$ cat src/spr_pkg.sv
`timescale 1ns / 1ps
// shared types and constants of the shortest path relaxation engine
// used by every module under src; depends on nothing

package spr_pkg;

    localparam int MAX_VERTICES = 64;
    localparam int MAX_EDGES    = 256;
    localparam int WEIGHT_BITS  = 16;

    localparam int VID_W  = $clog2(MAX_VERTICES);
    localparam int VCNT_W = VID_W + 1;
    localparam int EIDX_W = $clog2(MAX_EDGES);
    localparam int ECNT_W = EIDX_W + 1;
    localparam int DIST_W = 32;

    localparam logic [DIST_W-1:0] UNREACHED_DIST = 32'h7f7f_7f7f;
    localparam logic [DIST_W-1:0] DIST_MAX       = 32'h7fff_ffff;
    localparam logic [DIST_W-1:0] DIST_MIN       = 32'h8000_0000;

    // command codes
    localparam logic [1:0] CMD_ADD   = 2'd0;
    localparam logic [1:0] CMD_SOLVE = 2'd1;
    localparam logic [1:0] CMD_CLEAR = 2'd2;

    // result status codes
    localparam logic [1:0] STS_OK      = 2'd0;
    localparam logic [1:0] STS_NEG_CYC = 2'd1;
    localparam logic [1:0] STS_DROPPED = 2'd2;

    // register index of vertex_count
    localparam logic REG_VERTEX_COUNT = 1'b0;

    typedef struct packed {
        logic [VID_W-1:0]       from;
        logic [VID_W-1:0]       to;
        logic [WEIGHT_BITS-1:0] weight;
    } t_edge;

    typedef struct packed {
        logic              en;
        logic [EIDX_W-1:0] addr;
        t_edge             data;
    } t_edge_wr;

    typedef struct packed {
        logic [DIST_W-1:0] path_dist;
        logic [VID_W-1:0]  parent;
    } t_vent;

    typedef struct packed {
        logic             en;
        logic [VID_W-1:0] addr;
        t_vent            data;
    } t_vent_wr;

endpackage

$ cat src/spr_relax_unit.sv
`timescale 1ns / 1ps
// shared relaxation unit: saturating add of tail distance and weight (registered),
// then compare against the head distance, an unreached head always better; depends on spr_pkg

module spr_relax_unit (
    input  logic                             i_clk,
    input  logic [spr_pkg::DIST_W-1:0]       i_dist_u,
    input  logic [spr_pkg::WEIGHT_BITS-1:0]  i_weight,
    input  logic [spr_pkg::DIST_W-1:0]       i_dist_v,
    input  logic                             i_v_reached,
    output logic [spr_pkg::DIST_W-1:0]       o_sum,
    output logic                             o_better
);

    logic [spr_pkg::DIST_W:0]   w_sum_wide;
    logic [spr_pkg::DIST_W-1:0] w_sum_sat;
    logic [spr_pkg::DIST_W-1:0] r_sum;

    assign w_sum_wide = {i_dist_u[spr_pkg::DIST_W-1], i_dist_u}
        + {{(spr_pkg::DIST_W + 1 - spr_pkg::WEIGHT_BITS){i_weight[spr_pkg::WEIGHT_BITS-1]}},
           i_weight};

    // clamp when the two top bits disagree
    always_comb begin
        if (w_sum_wide[spr_pkg::DIST_W] != w_sum_wide[spr_pkg::DIST_W-1]) begin
            w_sum_sat = w_sum_wide[spr_pkg::DIST_W] ? spr_pkg::DIST_MIN : spr_pkg::DIST_MAX;
        end else begin
            w_sum_sat = w_sum_wide[spr_pkg::DIST_W-1:0];
        end
    end

    always_ff @(posedge i_clk) begin
        r_sum <= w_sum_sat;
    end

    assign o_sum    = r_sum;
    assign o_better = !i_v_reached || ($signed(r_sum) < $signed(i_dist_v));

endmodule
$ cat config.mk
export PLATFORM = sky130hd
export DESIGN_NAME = spr_relax_unit
export DESIGN_NICKNAME = d
export VERILOG_FILES = /design/src/spr_pkg.sv /design/src/spr_relax_unit.sv
export SDC_FILE = /design/constraint.sdc
export NUM_CORES = 1
export LEC_CHECK = 0
export ABC_AREA = 1
export BUFFER_PORTS_ARGS = -buffer_cell sky130_fd_sc_hd__buf_2
export CORE_MARGIN = 3
export CORE_UTILIZATION = 35
export DETAILED_ROUTE_END_ITERATION = 6
export HOLD_SLACK_MARGIN = 0.12
export PLACE_DENSITY = 0.62
export SLEW_MARGIN = 20
export SYNTH_ARGS = -nofsm -noshare
export SYNTH_HDL_FRONTEND = slang
export SYNTH_SLANG_ARGS = --single-unit
$ cat constraint.sdc
create_clock -name i_clk -period 5.5 [get_ports i_clk]
set_input_delay 0.55 -clock i_clk [delete_from_list [all_inputs] [get_ports i_clk]]
set_output_delay 0.55 -clock i_clk [all_outputs]
set_load 0.02 [all_outputs]
==> results of run 1 <==
## per-layer routing
metal  share of wire, %  vias up  wire length, microns  global-route usage (%)
li1                   -     2267                     -                       -
met1                 51     1630                  5110                    22.0
met2                 44       81                  4390                    25.8
met3                4.4        8                   442                    1.28
met4               0.97        0                    97                    4.01
met5                  0        -                     0                       0
## worst max-delay path: stages
cell and delay [ps]:
buf_2 70, inv_1 30, ha_1 330, nand2_1 80, nor2_1 140, nand4_1 130
nor4b_1 260, nand2_1 130, nand2_1 70, nand2_1 40, nand3_1 60, buf_2 160
## per-stage QoR
stage | instances | instance area, sq um | hold WS (ps)
floorplan | 650 | 4000 | 769
global placement | 899 | 4690 | 879
detailed placement | 899 | 4690 | 881
CTS | 906 | 4840 | 600
global route | 906 | 4840 | 621
finish | 906 | 4840 | 602
## logic make-up (layout without fill, tap and decap cells)
kind of cell	after synthesis	count (layout)	synth area share, %
AOI/OAI and AO/OA	78	78	11.3
xor gates and xnor gates	20	20	4.38
adders and majority gates	64	64	20.2
buffers and inverters	108	224	11.1
DFF	32	32	16.0
and+or+nand+nor	348	348	37.0
## how the worst max path moves through the flow
stage                  from        to  slack, ps
2_1_floorplan  i_dist_v[31]  o_better       3180
3_3_place_gp   i_weight[15]  o_sum[1]       2750
3_5_place_dp   i_weight[15]  o_sum[1]       2770
4_1_cts        i_dist_v[31]  o_better       2840
5_1_grt        i_dist_v[31]  o_better       2540
6_report       i_dist_v[31]  o_better       2880
## power by group
group | total (uW) | internal [uW] | switching, uW
registers | 349 | 305 | 44.9
logic | 678 | 254 | 425
clock network | 269 | 189 | 80.7
total | 1300 | 747 | 550
## layout make-up
| type | count | area (sq um) | area share (%) |
|---|---|---|---|
| Timing Repair Buffer | 114 | 571 | 11.8 |
| Multi-Input combinational cell | 510 | 2910 | 60.2 |
| Sequential cell | 32 | 641 | 13.2 |
| Tap cell | 140 | 175 | 3.62 |
| Clock buffer | 7 | 153 | 3.15 |
| Inverter | 103 | 387 | 7.99 |
## cell usage in the layout (no fill, tap or decap), types with 4 or more instances in the layout
| cell type | instances |
|---|---|
| inv_2 | 5 |
| nor2_1 | 54 |
| xnor2_1 | 4 |
| dfxtp_1 | 32 |
| nand2_1 | 241 |
| nand3b_1 | 8 |
| o21ai_2 | 9 |
| buf_2 | 114 |
| nand2_2 | 11 |
| clkbuf_16 | 5 |
| nand2_4 | 4 |
| ha_1 | 63 |
| o21ai_0 | 11 |
| inv_1 | 98 |
| xor2_1 | 16 |
| a21oi_1 | 47 |
| nand3_1 | 19 |
| o21bai_1 | 7 |
==> impl_metrics.ini, run 1 <==
[placed_design]
dpl.hpwl_microns = 9020
place.gp.congestion = 0.894
io_buffers = 114
post-place-ws_ps = 2770

[route]
drt_iter0_markers = 154
drt-wirelength-per-cell_microns = 11.1
first_pass_iters = 4
routed-via-count = 3986
drc_errors = 0
routed_wl_microns = 10000
avgViaCountPerCell = 4.40
ant_nets = 0

[floorplan]
die_area_sq_um = 12700
start_util_pct = 36.4
dieHeight_microns = 113
num_io_pins = 115
coreArea_sq_um = 11000
rows = 38
floorplan.die.width_microns = 113

[worst_setup_path]
end_kind = output pin
crit_type = primary input to output pin
critPathArrivalTime_ps = 2070
startpoint_type = primary input
worstPathMaxFanout = 4
worstPathRequired_ps = 4950

[logic_synthesis]
synthTopCellsByArea = nand2_1 (23%), ha_1 (20%), dfxtp_1 (16%), inv_1 (9.2%), a21oi_1 (5.9%)
synth_top_cells_by_count = nand2_1 (241), inv_1 (98), ha_1 (63), nor2_1 (54), a21oi_1 (47)
post-synth-top-count-cell = nand2_1
synth_cells = 650
synth_top_area_share_pct = 22.6
yosysTopAreaCell = nand2_1
ys_seq_area_share_pct = 16.0
synth-async-reset-ratio_pct = 0
synth_fp_nets = 796
synth_cell_types = 30
synth-seq-cells = 32
yosys_warnings = 0
synthFlopType = dfxtp_1
syn_area_sq_um = 4000
syn_avg_cell_area_sq_um = 6.15
synth_edf_count = 0

[clock_tree]
postCtsSetupBuffers = 0
htreeDepth = 2
cts_root_buf = clkbuf_16
postCtsResizedCells = 0
cts_buffer_depth = 2
clkTransAtPathRegs_ps = 50
clock_sinks = 32
cts_tree = built
cts-hold-fix-buffers = 0
cts_buffers = 5

[power_and_ir_drop]
powerDensity_nw_per_um2 = 268
leakagePower_uw = 0.00294
worst_ir_drop_vdd_mv = 0.157
total_power_uw = 1300

[run_status]
status = complete, no violations

[layout]
num-fill-cells = 1194
largest_reg_flops = 32
drive_gt1_share_pct = 20.2
fin_nets = 912
antenna_cells = 0
final_util_pct = 44.1
syn_to_final_growth_pct = 21.1

[hold_path]
hold_class = primary input to flop
whs_endpoint = o_sum[0]
hold_start = i_weight[0]
hold_depth = 4

[global_routing]
grt_pass1_vias = 3775
grt_remaining_overflow = 0
antenna_found_initial = 0
track_usage_pct = 15.6
grt_first_pass_wirelength_microns = 16800
grt_start_max_net_pins = 32

[sta]
hold_viol_final = 0
timing.fmax_mhz = 382
slew_violations = 0
tightest_slew_ps = 352
relSlewSlack_pct = 76.5
rsz0062_at_grt = no
setup_tns_ps = 0
fin_crit_ps = 2620
setup_slack_ps = 2880
period_share_pct = 47.6
setup_viol = 0

[run]
maxCapViolations = 0
No activity file was read; power rests on OpenSTA's default activity.
==> run 2: changes to the inputs <==
- clock period: 5.5 -> 2.6 ns (I/O delays scaled with it)
==> impl_metrics.ini, run 2 (synthesis gave the netlist of run 1 again) <==
[layout]
fin_nets = 916
antenna_cells = 0
largest_reg_flops = 32
drive_gt1_share_pct = 20.6
final_cell_area_sq_um = 4890
syn_to_final_growth_pct = 22.4
final_util_pct = 44.6
most-common-layout-cells = nand2_1 (241), buf_2 (114), inv_1 (98), ha_1 (63), nor2_1 (54)
final_common_cell = nand2_1

[power_and_ir_drop]
leakagePower_uw = 0.00297
seqPwrFrac_pct = 26.8
worst_ir_drop_vdd_mv = 0.321
p_sw_uw = 1170
intPower_uw = 1600
powerDensity_nw_per_um2 = 566
swShare_pct = 42.3
combPwrFrac_pct = 52.5
power_frac_clock_pct = 20.7
total_power_uw = 2770

[route]
routed_wl_microns = 10100
first_pass_iters = 4
drc_errors = 0
routed-via-count = 4021
drt-wirelength-per-cell_microns = 11.2
ant_nets = 0
avgViaCountPerCell = 4.42
drt_iter0_markers = 166

[global_routing]
grt_first_pass_wirelength_microns = 17000
grt_remaining_overflow = 0
grt_start_max_net_pins = 22
grt_pass1_vias = 3904
antenna_found_initial = 0
track_usage_pct = 15.9

[clock_tree]
cts_tree = built
cts_root_buf = clkbuf_16
cts-hold-fix-buffers = 0
clock_sinks = 32
clkTransAtPathRegs_ps = 50
postCtsResizedCells = 0
cts_buffers = 5
postCtsSetupBuffers = 0
cts_buffer_depth = 2
htreeDepth = 2

[sta]
rsz0062_at_grt = no
fin_crit_ps = 2320
relSlewSlack_pct = 77.1
tightest_slew_ps = 343
setup_viol = 0
period_share_pct = 89.3
timing.fmax_mhz = 431
hold_viol_final = 0
slew_violations = 0
setup_tns_ps = 0

[floorplan]
die_area_sq_um = 12700
start_util_pct = 36.4
rows = 38
dieHeight_microns = 113
num_io_pins = 115
coreArea_sq_um = 11000
floorplan.die.width_microns = 113

[worst_setup_path]
crit_start = o_sum[31]
worstPathCellList = ha_1, nand2_1, nor2_1, nand4_1, nor4b_1, nand2_1, nand2_1, nand2_1, nand3_1, buf_2
worstSetupEndpoint = o_better
path_depth = 10
crit_slowest_cell = ha_1
critPathArrivalTime_ps = 2060
crit_type = flop to output pin
worstPathMaxFanout = 4
critPathTopFamily = simple AND/OR/NAND/NOR gates
crit_top_cell = nand2_1
cpPeakStageDelay_ps = 350
end_kind = output pin
worstPathRequired_ps = 2340
startpoint_type = flop
critical_path_buf_inv_count = 1

[placed_design]
placed_area_sq_um = 4740
place.gp.congestion = 0.867
dpl.hpwl_microns = 9080
io_buffers = 114

[hold_path]
hold_class = primary input to flop
hold_start = i_weight[0]

[run]
maxCapViolations = 0

[run_status]
status = complete, no violations
## run 2: changes by cell type in the layout (fill, tap and decap cells not counted)
cell,previous run,this run
buf_12,0,2
buf_4,0,2
## run 2: layout make-up
cell class | instances | area (sq um)
Clock buffer | 7 | 153
Timing Repair Buffer | 118 | 626
Fill cell | 1213 | 6090
Multi-Input combinational cell | 510 | 2910
Sequential cell | 32 | 641
Inverter | 103 | 387
Tap cell | 140 | 175
## run 2: worst min path at each step
stage                          end  depth (start not counted)  slack [ps]
after global placement    o_sum[0]                          4         600
after CTS                 o_sum[0]                          4         310
after detailed placement  o_sum[0]                          4         600
final                     o_sum[0]                          4         310
after floorplan           o_sum[0]                          3         480
after global routing      o_sum[0]                          4         350
## run 2: metrics by stage
| stage | instances | hold WS, ps | setup slack (ps) |
|---|---|---|---|
| 2_1_floorplan | 650 | 479 | 579 |
| 3_3_place_gp | 903 | 598 | 214 |
| 3_5_place_dp | 903 | 599 | 189 |
| 4_1_cts | 910 | 314 | 256 |
| 5_1_grt | 910 | 348 | 146 |
| 6_report | 910 | 313 | 278 |
## run 2: power by group through the flow
stage	clock, uW	sequential, uW	combinational [uW]
finish	574	742	1460
global placement	0	758	1450
floorplan	0	910	861
CTS	596	745	1470
detailed placement	0	754	1460
global route	612	760	1660
## run 2: metal layers
| layer | GRT usage (%) | vias up | share of wire (%) |
|---|---|---|---|
| met4 | 5.45 | 0 | 1.3 |
| met5 | 0 | - | 0 |
| li1 | - | 2282 | - |
| met3 | 1.50 | 6 | 4.2 |
| met1 | 21.4 | 1652 | 50 |
| met2 | 26.7 | 81 | 45 |
## run 2: worst min-delay path: cells and delay by family
| kind | cells | cell delay, ps |
|---|---|---|
| AND/OR/NAND/NOR | 2 | 100 |
| adder cells (fa/ha/maj) | 1 | 120 |
| buffers and inverters | 1 | 80 |
